--- src/design/tcpu_pkg.sv ---
// Shared types, opcodes and helper functions of the tiny 8-bit processor core.
`timescale 1ns / 1ps
`default_nettype none

package tcpu_pkg;

  // Storage sizes
  localparam int MEM_DEPTH = 1024;
  localparam int REG_COUNT = 8;
  localparam int ADDR_W    = $clog2(MEM_DEPTH);
  localparam int REG_AW    = $clog2(REG_COUNT);

  // Flag bit positions
  localparam int FLAG_Z_BIT = 0;
  localparam int FLAG_C_BIT = 1;
  localparam int FLAG_N_BIT = 2;

  // Opcodes
  localparam logic [7:0] OP_LDI   = 8'h10;
  localparam logic [7:0] OP_MOV   = 8'h11;
  localparam logic [7:0] OP_ADD   = 8'h20;
  localparam logic [7:0] OP_SUB   = 8'h21;
  localparam logic [7:0] OP_INC   = 8'h22;
  localparam logic [7:0] OP_DEC   = 8'h23;
  localparam logic [7:0] OP_JMP   = 8'h30;
  localparam logic [7:0] OP_JZ    = 8'h31;
  localparam logic [7:0] OP_JNZ   = 8'h32;
  localparam logic [7:0] OP_JN    = 8'h33;
  localparam logic [7:0] OP_JC    = 8'h34;
  localparam logic [7:0] OP_JNC   = 8'h35;
  localparam logic [7:0] OP_PUSH  = 8'h40;
  localparam logic [7:0] OP_POP   = 8'h41;
  localparam logic [7:0] OP_CALL  = 8'h42;
  localparam logic [7:0] OP_RET   = 8'h43;
  localparam logic [7:0] OP_STORE = 8'h50;
  localparam logic [7:0] OP_LOAD  = 8'h51;
  localparam logic [7:0] OP_PRINT = 8'h60;
  localparam logic [7:0] OP_HALT  = 8'hFF;

  // Command codes on the input channel
  typedef enum logic [1:0] {
    CMD_WRITE = 2'd0,
    CMD_EXEC  = 2'd1,
    CMD_READ  = 2'd2
  } cmd_e;

  // Shared adder operation
  typedef enum logic {
    ALU_ADD = 1'b0,
    ALU_SUB = 1'b1
  } alu_op_e;

  typedef struct packed {
    logic [7:0] res;
    logic       carry;
    logic       zero;
    logic       neg;
  } alu_res_t;

  // Single-port memory request
  typedef struct packed {
    logic              we;
    logic              re;
    logic [ADDR_W-1:0] addr;
    logic [7:0]        wdata;
  } mem_req_t;

  // Register file write port
  typedef struct packed {
    logic              we;
    logic [REG_AW-1:0] addr;
    logic [7:0]        data;
  } rf_wr_t;

  // Number of operand bytes that follow an opcode
  function automatic logic [1:0] op_len(input logic [7:0] op);
    logic [1:0] n;
    n = 2'd0;
    case (op) inside
      OP_LDI, OP_JMP, OP_JZ, OP_JNZ, OP_JN, OP_JC, OP_JNC, OP_CALL: n = 2'd2;
      OP_MOV, OP_ADD, OP_SUB, OP_INC, OP_DEC, OP_PUSH, OP_POP, OP_PRINT: n = 2'd1;
      OP_STORE, OP_LOAD: n = 2'd3;
      default: n = 2'd0;
    endcase
    return n;
  endfunction

  // Build a wrapped address from a little-endian byte pair
  function automatic logic [ADDR_W-1:0] mk_addr(input logic [7:0] lo, input logic [7:0] hi);
    logic [15:0] w;
    w = {hi, lo};
    return w[ADDR_W-1:0];
  endfunction

  // High byte of an address
  function automatic logic [7:0] hi_byte(input logic [ADDR_W-1:0] a);
    logic [15:0] w;
    w = 16'(a);
    return w[15:8];
  endfunction

endpackage

`default_nettype wire

--- src/design/tcpu_rf.sv ---
// General register file: one write port, one registered read port.
`timescale 1ns / 1ps
`default_nettype none

module tcpu_rf (
  input  logic                        clk_i,
  input  tcpu_pkg::rf_wr_t            wr_i,
  input  logic [tcpu_pkg::REG_AW-1:0] raddr_i,
  output logic [7:0]                  rdata_o
);

  logic [7:0] regs_q [tcpu_pkg::REG_COUNT];
  logic [7:0] rdata_q;

  // Write when enabled; read every cycle
  always_ff @(posedge clk_i) begin
    if (wr_i.we) begin
      regs_q[wr_i.addr] <= wr_i.data;
    end
    rdata_q <= regs_q[raddr_i];
  end

  assign rdata_o = rdata_q;

endmodule

`default_nettype wire

--- config.mk ---
export PLATFORM = sky130hd
export DESIGN_NAME = tcpu_rf
export DESIGN_NICKNAME = d
export VERILOG_FILES = /design/src/design/tcpu_pkg.sv /design/src/design/tcpu_rf.sv
export SDC_FILE = /design/constraint.sdc
export NUM_CORES = 1
export LEC_CHECK = 0
export ABC_CLOCK_PERIOD_IN_PS = 1300
export BUFFER_PORTS_ARGS = -buffer_cell sky130_fd_sc_hd__buf_2
export CORE_UTILIZATION = 52
export CTS_CLUSTER_SIZE = 10
export DETAILED_ROUTE_END_ITERATION = 10
export PLACE_DENSITY = 0.74
export SLEW_MARGIN = 30
export SYNTH_ARGS = -nofsm -noshare
export SYNTH_HDL_FRONTEND = slang
export SYNTH_SLANG_ARGS = --single-unit
--- constraint.sdc ---
create_clock -name clk_i -period 1.3 [get_ports clk_i]
set_input_delay 0.13 -clock clk_i [delete_from_list [all_inputs] [get_ports clk_i]]
set_output_delay 0.13 -clock clk_i [all_outputs]
set_load 0.02 [all_outputs]
* After elaboration in Yosys (flattened, before gate mapping) *
Memories as Yosys holds them, arrays and structs flattened. A register that Yosys moved wholly into a read port is not among the register bits.
Cells that the tools add are included.
W data, S select, Z words.

cells by class
  multiplexer cells = 2

operator list
  kind     count
  $mux W1  2

word-level totals
  bits in registers = 0
  RAM bits = 64
  output and inout bits = 8
  word-level logic and storage cells = 3
  memories = 1

memories
  name    words  width  read ports  clocked after Yosys merged registers in  write ports  RTL line       source
  regs_q  8      8      1           1                                        1            tcpu_rf.sv:12  logic [7:0] regs_q [tcpu_pkg::REG_COUNT];

* Longest topological paths before layout *
  depth in word-level cells = 2
  depth in mapped cells = 4
  mapped depth without buffers = 2

* Worst setup path before layout *
OpenSTA, ideal clock, no wires.

  path kind = input to register
  start point = input port wr_i[10] in the netlist's numbering
  end point = memory regs_q[0][0] (enable)
  setup time = 0.383 ns
  arrival = 0.907 ns
  slack = 0.009 ns
  stages on the path = 2
  cell sequence = nand2b_1 -> nor3_1

RTL lines
  item                RTL line       source
  start: declaration  tcpu_rf.sv:7   input tcpu_pkg::rf_wr_t wr_i,
  end: declaration    tcpu_rf.sv:12

No word-level cell before the write port.

==> impl_metrics.tcl <==
set metrics [dict create \
    grt_pass1_wl_um 6780 \
    postSynthCellCount 114 \
    rr_endpoint "rdata_o[7]" \
    grt_max_degree 17 \
    rrSetupSlack_ps 40 \
    tightest_slew_ps 363 \
    synth_edf_count 64 \
    postCtsHoldBufs 0 \
    required_ps 1520 \
    synthTopCellsByArea "edfxtp_1, mux4_1, dfxtp_1" \
    crit_type "reg -> reg" \
    synth_seq_area_share_pct 77.4 \
    ys.flop_type "edfxtp_1" \
    slew_headroom_pct 75.8 \
    clk_path_buf_depth 2 \
    cts_sinks 72 \
    min_period_ps 1260 \
    max_freq_ghz 0.791 \
    core_area_mm2 0.00485 \
    ys_top_cells_by_count "edfxtp_1, mux4_1, dfxtp_1, mux2_2, nor2_1" \
    area_delta_synth_final_pct 15.2 \
    whs_ps 69.4 \
    dieArea_mm2 0.00547 \
    h-tree-depth 3 \
    ir_drop_uv 941 \
    post_drt_wl_per_cell_um 19.0 \
    drcViolationCount 0 \
    cts-root-buf "clkbuf_8" \
    synth_most_common_cell "edfxtp_1" \
    holdCritPathClass "in -> reg" \
    syn_nets 130 \
    rsz0062_at_grt "false" \
    ys_seq_elements 72 \
    slowest_delay_ps 510 \
    cts_tree "yes" \
    grt.overflow.total 0 \
    std_cell_rows 25 \
    syn_area_mm2 0.00269 \
    routabilityCongestion 0.647 \
    diodes 0 \
    path_clk_slew_ps 70 \
    crit_path_max_fanout 1 \
    cap_violations 0 \
    skew_ps 3.45 \
    dieWidth_um 73.9 \
    vias 1185 \
    endpoint "rdata_o[7]" \
    async_reset_ff_share_pct 0 \
    numCtsBuffers 9 \
    synth_top_cell_by_area "edfxtp_1" \
    timing.critical_path.from "regs_q[3][7]" \
    ys_types 14 \
    routed_wl_um 4260 \
    initial_core_util_pct 55.5 \
    fin_nets 168 \
    syn_avg_cell_area_um2 23.6 \
    p_leak_nw 1.09 \
    final_layout_size_suffix_gt1_share_pct 36.9 \
    cp_data_arrival_time_ps 1490 \
    reg2reg_from "regs_q[3][7]" \
    drt-initial-drc-count 79 \
    ant_nets 0 \
    grt_pass1_vias 1244 \
    end_kind "register" \
    pwr_density_cell_mw_per_mm2 1450 \
    die_h_um 73.9 \
    rr_worst_depth 2 \
    io_pins 24 \
    start_kind "register" \
    finalSetupViolCount 0 \
    path_cells "mux4_1, mux2_2" \
    min_from "wr_i[6]" \
    gr-usage-all-layers_pct 18.9 \
    dr.pass1.iters 4 \
    io_buffers 23 \
    clock_latency_ps 330 \
    routed_via_density 5.29 \
    fin_total_pwr_w 0.00449 \
    period_share_pct 97.3 \
    maxSlewViolCount 0 \
    yosysTopAreaCellShare_pct 71.4 \
    critPathSlowestCell "mux4_1" \
    antenna_found_initial 0 \
    postCtsSetupBuffers 0 \
    status "completed" \
    ys.warnings.count 0 \
    hold_viol_final 0 \
]
==> worst max-delay path, delay by kind of cell, from the launching register on <==
| kind | cells | cell delay, ps |
|---|---|---|
| DFF | 1 | 370 |
| muxes | 2 | 780 |
==> per-stage QoR <==
step	area (µm²)	std cells	worst slack, ps	TNS, ps	utilization, %
final	3100	224	35.2	0	63.9
after CTS	3110	224	22.0	0	64.2
after global placement	2930	208	-45.6	-253	60.4
after floorplan	2690	114	9.46	0	-
after detailed placement	2930	208	-76.8	-448	60.4
after global routing	3100	224	2.89	0	63.9
==> metal layers <==
layer  vias up  routed length, µm  GRT usage, %
met1       600               1860          24.1
met4         0                 80          11.5
li1        552                  -             -
met2        25               2210          30.0
met3         8                110          4.07
met5         -                  0             0
==> kinds of logic after synthesis <==
family                 after synthesis  share of synthesized area, %
buffers and inverters                5                          1.63
DFF                                 72                          77.4
muxes                               24                          18.8
and+or+nand+nor                     13                          2.19
==> state kept, by name, indices dropped and copies added (netlist names) <==
register	flops
regs_q	64
rdata_o	8
==> worst min path at each step <==
stage,cells after the start,slack (ps),end
6_report,1,70,regs_q[5][6]
2_1_floorplan,0,230,regs_q[0][0]
5_1_grt,1,70,regs_q[3][1]
3_5_place_dp,1,400,regs_q[5][3]
3_3_place_gp,1,380,regs_q[3][4]
4_1_cts,1,50,regs_q[7][3]
==> repair_timing <==
action,in CTS,in global routing
setup endpoints to repair,0,2
endpoints found under the hold margin,0,0
gates resized for setup,0,3
==> area by class of cell <==
type                            instances  area, µm²
Timing Repair Buffer                   32        195
Fill cell                             331       1750
Clock buffer                           14        173
Multi-Input combinational cell         37        554
Clock inverter                          2       12.5
Tap cell                               67       83.8
Sequential cell                        72       2080
==> where the power goes <==
part | switching, W | internal, W
sequential | 0.0000210 | 0.00261
combinational | 0.000148 | 0.000132
clock | 0.000726 | 0.000848
total | 0.000895 | 0.00359
==> layout by cell type, fill, tap and decap left out, drive strengths merged <==
master | netlist | final
buf | 4 | 32
clkbuf | 1 | 14
clkinv | 0 | 1
clkinvlp | 0 | 1
dfxtp | 8 | 8
edfxtp | 64 | 64
mux2 | 8 | 8
mux4 | 16 | 16
nand2 | 2 | 2
nand2b | 3 | 3
nor2 | 6 | 6
nor3 | 2 | 2
Note: power is estimated with default switching activity, not from simulation.
