**src/design/tcpu_pkg.sv**
```systemverilog
// Shared types, opcodes and helper functions of the tiny 8-bit processor core.
`timescale 1ns / 1ps
`default_nettype none

package tcpu_pkg;

  // Storage sizes
  localparam int MEM_DEPTH = 1024;
  localparam int REG_COUNT = 8;
  localparam int ADDR_W    = $clog2(MEM_DEPTH);
  localparam int REG_AW    = $clog2(REG_COUNT);

  // Flag bit positions
  localparam int FLAG_Z_BIT = 0;
  localparam int FLAG_C_BIT = 1;
  localparam int FLAG_N_BIT = 2;

  // Opcodes
  localparam logic [7:0] OP_LDI   = 8'h10;
  localparam logic [7:0] OP_MOV   = 8'h11;
  localparam logic [7:0] OP_ADD   = 8'h20;
  localparam logic [7:0] OP_SUB   = 8'h21;
  localparam logic [7:0] OP_INC   = 8'h22;
  localparam logic [7:0] OP_DEC   = 8'h23;
  localparam logic [7:0] OP_JMP   = 8'h30;
  localparam logic [7:0] OP_JZ    = 8'h31;
  localparam logic [7:0] OP_JNZ   = 8'h32;
  localparam logic [7:0] OP_JN    = 8'h33;
  localparam logic [7:0] OP_JC    = 8'h34;
  localparam logic [7:0] OP_JNC   = 8'h35;
  localparam logic [7:0] OP_PUSH  = 8'h40;
  localparam logic [7:0] OP_POP   = 8'h41;
  localparam logic [7:0] OP_CALL  = 8'h42;
  localparam logic [7:0] OP_RET   = 8'h43;
  localparam logic [7:0] OP_STORE = 8'h50;
  localparam logic [7:0] OP_LOAD  = 8'h51;
  localparam logic [7:0] OP_PRINT = 8'h60;
  localparam logic [7:0] OP_HALT  = 8'hFF;

  // Command codes on the input channel
  typedef enum logic [1:0] {
    CMD_WRITE = 2'd0,
    CMD_EXEC  = 2'd1,
    CMD_READ  = 2'd2
  } cmd_e;

  // Shared adder operation
  typedef enum logic {
    ALU_ADD = 1'b0,
    ALU_SUB = 1'b1
  } alu_op_e;

  typedef struct packed {
    logic [7:0] res;
    logic       carry;
    logic       zero;
    logic       neg;
  } alu_res_t;

  // Single-port memory request
  typedef struct packed {
    logic              we;
    logic              re;
    logic [ADDR_W-1:0] addr;
    logic [7:0]        wdata;
  } mem_req_t;

  // Register file write port
  typedef struct packed {
    logic              we;
    logic [REG_AW-1:0] addr;
    logic [7:0]        data;
  } rf_wr_t;

  // Number of operand bytes that follow an opcode
  function automatic logic [1:0] op_len(input logic [7:0] op);
    logic [1:0] n;
    n = 2'd0;
    case (op) inside
      OP_LDI, OP_JMP, OP_JZ, OP_JNZ, OP_JN, OP_JC, OP_JNC, OP_CALL: n = 2'd2;
      OP_MOV, OP_ADD, OP_SUB, OP_INC, OP_DEC, OP_PUSH, OP_POP, OP_PRINT: n = 2'd1;
      OP_STORE, OP_LOAD: n = 2'd3;
      default: n = 2'd0;
    endcase
    return n;
  endfunction

  // Build a wrapped address from a little-endian byte pair
  function automatic logic [ADDR_W-1:0] mk_addr(input logic [7:0] lo, input logic [7:0] hi);
    logic [15:0] w;
    w = {hi, lo};
    return w[ADDR_W-1:0];
  endfunction

  // High byte of an address
  function automatic logic [7:0] hi_byte(input logic [ADDR_W-1:0] a);
    logic [15:0] w;
    w = 16'(a);
    return w[15:8];
  endfunction

endpackage

`default_nettype wire

```
**src/design/tcpu_alu.sv**
```systemverilog
// Shared 8-bit adder for add, sub, inc and dec with flag results.
`timescale 1ns / 1ps
`default_nettype none

module tcpu_alu (
  input  logic [7:0]         a_i,
  input  logic [7:0]         b_i,
  input  tcpu_pkg::alu_op_e  op_i,
  output tcpu_pkg::alu_res_t res_o
);

  logic [8:0] sum;

  // Subtract as add of the inverted operand plus one
  always_comb begin
    case (op_i)
      tcpu_pkg::ALU_ADD: sum = {1'b0, a_i} + {1'b0, b_i};
      tcpu_pkg::ALU_SUB: sum = {1'b0, a_i} + {1'b0, ~b_i} + 9'd1;
      default:           sum = {1'b0, a_i};
    endcase
  end

  assign res_o.res   = sum[7:0];
  assign res_o.carry = sum[8];
  assign res_o.zero  = (sum[7:0] == 8'd0);
  assign res_o.neg   = sum[7];

endmodule

`default_nettype wire

```
**config.mk**
```make
export PLATFORM = sky130hd
export DESIGN_NAME = tcpu_alu
export DESIGN_NICKNAME = d
export VERILOG_FILES = /design/src/design/tcpu_pkg.sv /design/src/design/tcpu_alu.sv
export SDC_FILE = /design/constraint.sdc
export NUM_CORES = 1
export LEC_CHECK = 0
export ABC_AREA = 1
export BUFFER_PORTS_ARGS = -buffer_cell sky130_fd_sc_hd__buf_2
export CAP_MARGIN = 15
export CORE_MARGIN = 1.5
export CORE_UTILIZATION = 55
export DETAILED_ROUTE_END_ITERATION = 6
export GPL_TIMING_DRIVEN = 0
export PLACE_DENSITY = 0.82
export SYNTH_ARGS = -nofsm -noshare
export SYNTH_HDL_FRONTEND = slang
export SYNTH_SLANG_ARGS = --single-unit
```
**constraint.sdc**
```tcl
create_clock -name vclk -period 1.5
set_input_delay 0.075 -clock vclk [all_inputs]
set_output_delay 0.075 -clock vclk [all_outputs]
set_load 0.02 [all_outputs]
```
# After elaboration in Yosys (flattened, before gate mapping)
# Cells that the tools add are included.
# totals
reg_bits,0
latchBits,0
mem_bits_rw,0
mem_bits_ro,0
input_bits,17
out_inout_bits,11
elab_cells,7
memories,0
# op_classes
add_sub_neg,3
mul,0
div_mod_pow,0
n_lt_le_gt_ge,0
n_eq_ne,0
shifts,0
muxes,1
bitwise_logic,2
n_reduce_logical,1
# ops
cell,n
8-bit by 8-bit adder with 9-bit output,2
9-bit case mux with 2 select lines,1
"9-bit by 1-bit adder with 9-bit output, second input constant",1
8-bit zero test,1
8-bit NOT,1
1-bit NOT,1

# Depth between registers and ports, before layout
# depth
ltp_word,5
depth_mapped,14
ltp_nobuf,14

# Worst setup path before layout
# OpenSTA, ideal clock, no wires.
# synth_path
kind,input port to output port
start,input a_i[0]
end,output res_o[1] (netlist name)
t_arrival_ns,1.541
required_ns,1.425
setup_slack_ns,-0.116
path_stages,13
path_buffers,0
path_cell_list,inv_1 ha_1 inv_1 fa_1 nand2_1 nand2_1 nand2_1 nand2_1 nor2_1 nand3_1 nor2_1 nand2_1 nor2_2
# synth_lines
element,line,text
from (decl),tcpu_alu.sv:6,"input logic [7:0] a_i,"
to (decl),tcpu_alu.sv:9,output tcpu_pkg::alu_res_t res_o

==> results.sh <==
export IMPL_hpwl_mm=1.88
export IMPL_slowest_delay_ns=0.43
export IMPL_synth_common_cells="62 x nand2_1, 30 x inv_1, 17 x ha_1"
export IMPL_first_global_vias=1080
export IMPL_fmax_mhz=577
export IMPL_crit_type="in -> out"
export IMPL_pre_cts_slack_ns=-0.360
export IMPL_seqCellArea_um2=0
export IMPL_power_density_nw_per_um2=470
export IMPL_slew_headroom_pct=86.4
export IMPL_die_y_um=44.4
export IMPL_num_io_pins=28
export IMPL_syn_nets=207
export IMPL_fp_dieW_um=44.4
export IMPL_intPower_uw=262
export IMPL_drt_iter0_markers=84
export IMPL_power_leakage_uw=0.000756
export IMPL_dr_pass1_iters=7
export IMPL_pwr_share_clk_pct=0
export IMPL_setup_viol=3
export IMPL_rows=14
export IMPL_seq_cell_count=0
export IMPL_hold_buffers=0
export IMPL_swShare_pct=58.8
export IMPL_grt_max_degree=11
export IMPL_rsz0062_at_grt="true"
export IMPL_critPathMaxFanout=2
export IMPL_holdPathStages=4
export IMPL_holdPathEnd="res_o[3]"
export IMPL_hp_start="b_i[0]"
export IMPL_netlist_area_um2=942
export IMPL_grt_use_total_pct=29.4
export IMPL_yosys_area_top_type="nand2_1"
export IMPL_ys_top_cells_by_area="nand2_1 25%, ha_1 23%, inv_1 12%, nand3_1 8.5%, nand2_2 5.3%"
export IMPL_drive_gt1_share_pct=38.8
export IMPL_fillers=90
export IMPL_p_switching_uw=374
export IMPL_arrival_ns=1.66
export IMPL_multi_input_comb_area_um2=921
export IMPL_ys_warnings_count=0
export IMPL_grt_pass1_wl_mm=4.43
export IMPL_drv_cap=0
export IMPL_crit_required_ns=1.42
export IMPL_wl_per_cell_um=14.1
export IMPL_final_max_slew_viol_count=0
export IMPL_nets=239
export IMPL_cp_end_kind="output pin"
export IMPL_worst_slack_ns=-0.234
export IMPL_violations="design-rule violations, negative setup slack"
export IMPL_seqPwrFrac_pct=0
export IMPL_fin_tns_setup_ns=-0.369
export IMPL_gp_congestion=0.876
export IMPL_via_count=1220
export IMPL_critPathSlowestCell="fa_2"
export IMPL_period_needed_ns=1.73
export IMPL_startpoint_type="input port"
export IMPL_synth_area_per_cell_um2=5.51
export IMPL_drcViolationCount=3
export IMPL_antenna_found_initial=0
export IMPL_tightest_slew_ns=0.204
export IMPL_ys_seq_area_share_pct=0
export IMPL_pwr_share_comb_pct=100.0
export IMPL_critPathTopFamily="simple AND/OR/NAND/NOR gates"
export IMPL_crit_chain="buf_12 > inv_12 > ha_4 > inv_2 > fa_2 > nand2_2 > o21a_1 > nand2_1 > nor2_1 > nand3_1 > nor2_1 > nand2_1 > nor2_4 > buf_6"
export IMPL_worst_hold_path_type="in -> out"
export IMPL_antenna_cells=0
export IMPL_hold_viol_final=0
export IMPL_worst_path_buf_inv=4
export IMPL_totalWireLength_mm=3.06
export IMPL_core_area_um2=1560
export IMPL_ir_worst_vdd_uv=314
export IMPL_overflow=0
export IMPL_initial_core_util_pct=60.4
export IMPL_routed_via_density=5.62
export IMPL_synth_most_common_cell="nand2_1"
export IMPL_clock_buffers=0
export IMPL_antenna_left=0
export IMPL_synth_top_area_share_pct=24.7
export IMPL_io_buffers=28
export IMPL_dieArea_um2=1970
export IMPL_synth_distinct_cells=21
export IMPL_syn2layout_area_growth_pct=43.6
export IMPL_synthesis_instances=171
export IMPL_period_share_pct=116
export IMPL_status="finished with violations"
[power groups by stage]
stage	clock, µW	sequential [µW]	combinational, µW
after global routing	0	0	681
after floorplan	0	0	362
after global placement	0	0	480
final	0	0	636
after detailed placement	0	0	495
after CTS	0	0	566
[metal layers]
layer  wire [µm]  track usage, %  vias to the layer above
met5           0               0                        -
met4         149            8.48                        0
met3         236            1.22                       20
li1            -               -                      585
met2        1470            55.0                       85
met1        1210            36.1                      530
[logic make-up after synthesis]
family / Yosys count / synth area share [%]
AOI/OAI and AO/OA: 13 / 9.69
adders and majority gates: 19 / 26.8
and+or+nand+nor: 100 / 45.2
buffers and inverters: 39 / 18.3
[through the flow]
step	hold WS (ns)	util [%]	total power, µW	area (µm²)	instances
2_1_floorplan	0.355	-	362	980	171
3_3_place_gp	0.600	73.1	480	1140	215
3_5_place_dp	0.613	73.1	495	1140	215
4_1_cts	0.594	83.2	566	1300	216
5_1_grt	0.615	86.8	681	1350	217
6_report	0.596	86.8	636	1350	217
[timing repair]
action,in CTS,in global routing
setup buffers,3,1
gates cloned,1,0
pin swaps,19,21
endpoints found under the hold margin,0,0
setup endpoints to repair,6,6
gates resized for setup,33,15
[how the worst max path moves through the flow]
stage / from / end / depth (start not counted)
floorplan: a_i[0] / res_o[1] / 13
global placement: a_i[0] / res_o[1] / 14
detailed placement: a_i[0] / res_o[1] / 12
CTS: a_i[0] / res_o[1] / 14
global route: a_i[0] / res_o[1] / 14
finish: a_i[0] / res_o[1] / 14
[worst min-delay path: stages]
cell and delay (ns):
buf_6 0.10, ha_1 0.16, inv_1 0.04, buf_2 0.15
[area by class of cell]
class                           count  area share (%)
Timing Repair Buffer               33            18.0
Buffer                              2            1.67
Tap cell                           16            1.48
Multi-Input combinational cell    132            68.1
Inverter                           34            10.7
[cells in the final DEF (no fill, tap or decap)]
| cell | count |
|---|---|
| nand2_1 | 55 |
| inv_1 | 24 |
| buf_2 | 20 |
| nand2_2 | 15 |
| nand3_1 | 15 |
| nor2_1 | 10 |
| buf_6 | 9 |
| ha_1 | 9 |
| ha_4 | 8 |
| inv_2 | 7 |
| a21oi_1 | 6 |
| buf_4 | 4 |
| inv_4 | 2 |
| a21oi_4 | 2 |
| nand3_2 | 2 |
| o21bai_1 | 2 |
| fa_2 | 2 |
| inv_12 | 1 |
| nor3_2 | 1 |
| nor2_2 | 1 |
| o21a_1 | 1 |
| nor2_4 | 1 |
| a21oi_2 | 1 |
| o221ai_1 | 1 |
| buf_12 | 1 |
| buf_8 | 1 |
No activity file was read; power rests on OpenSTA's default activity.
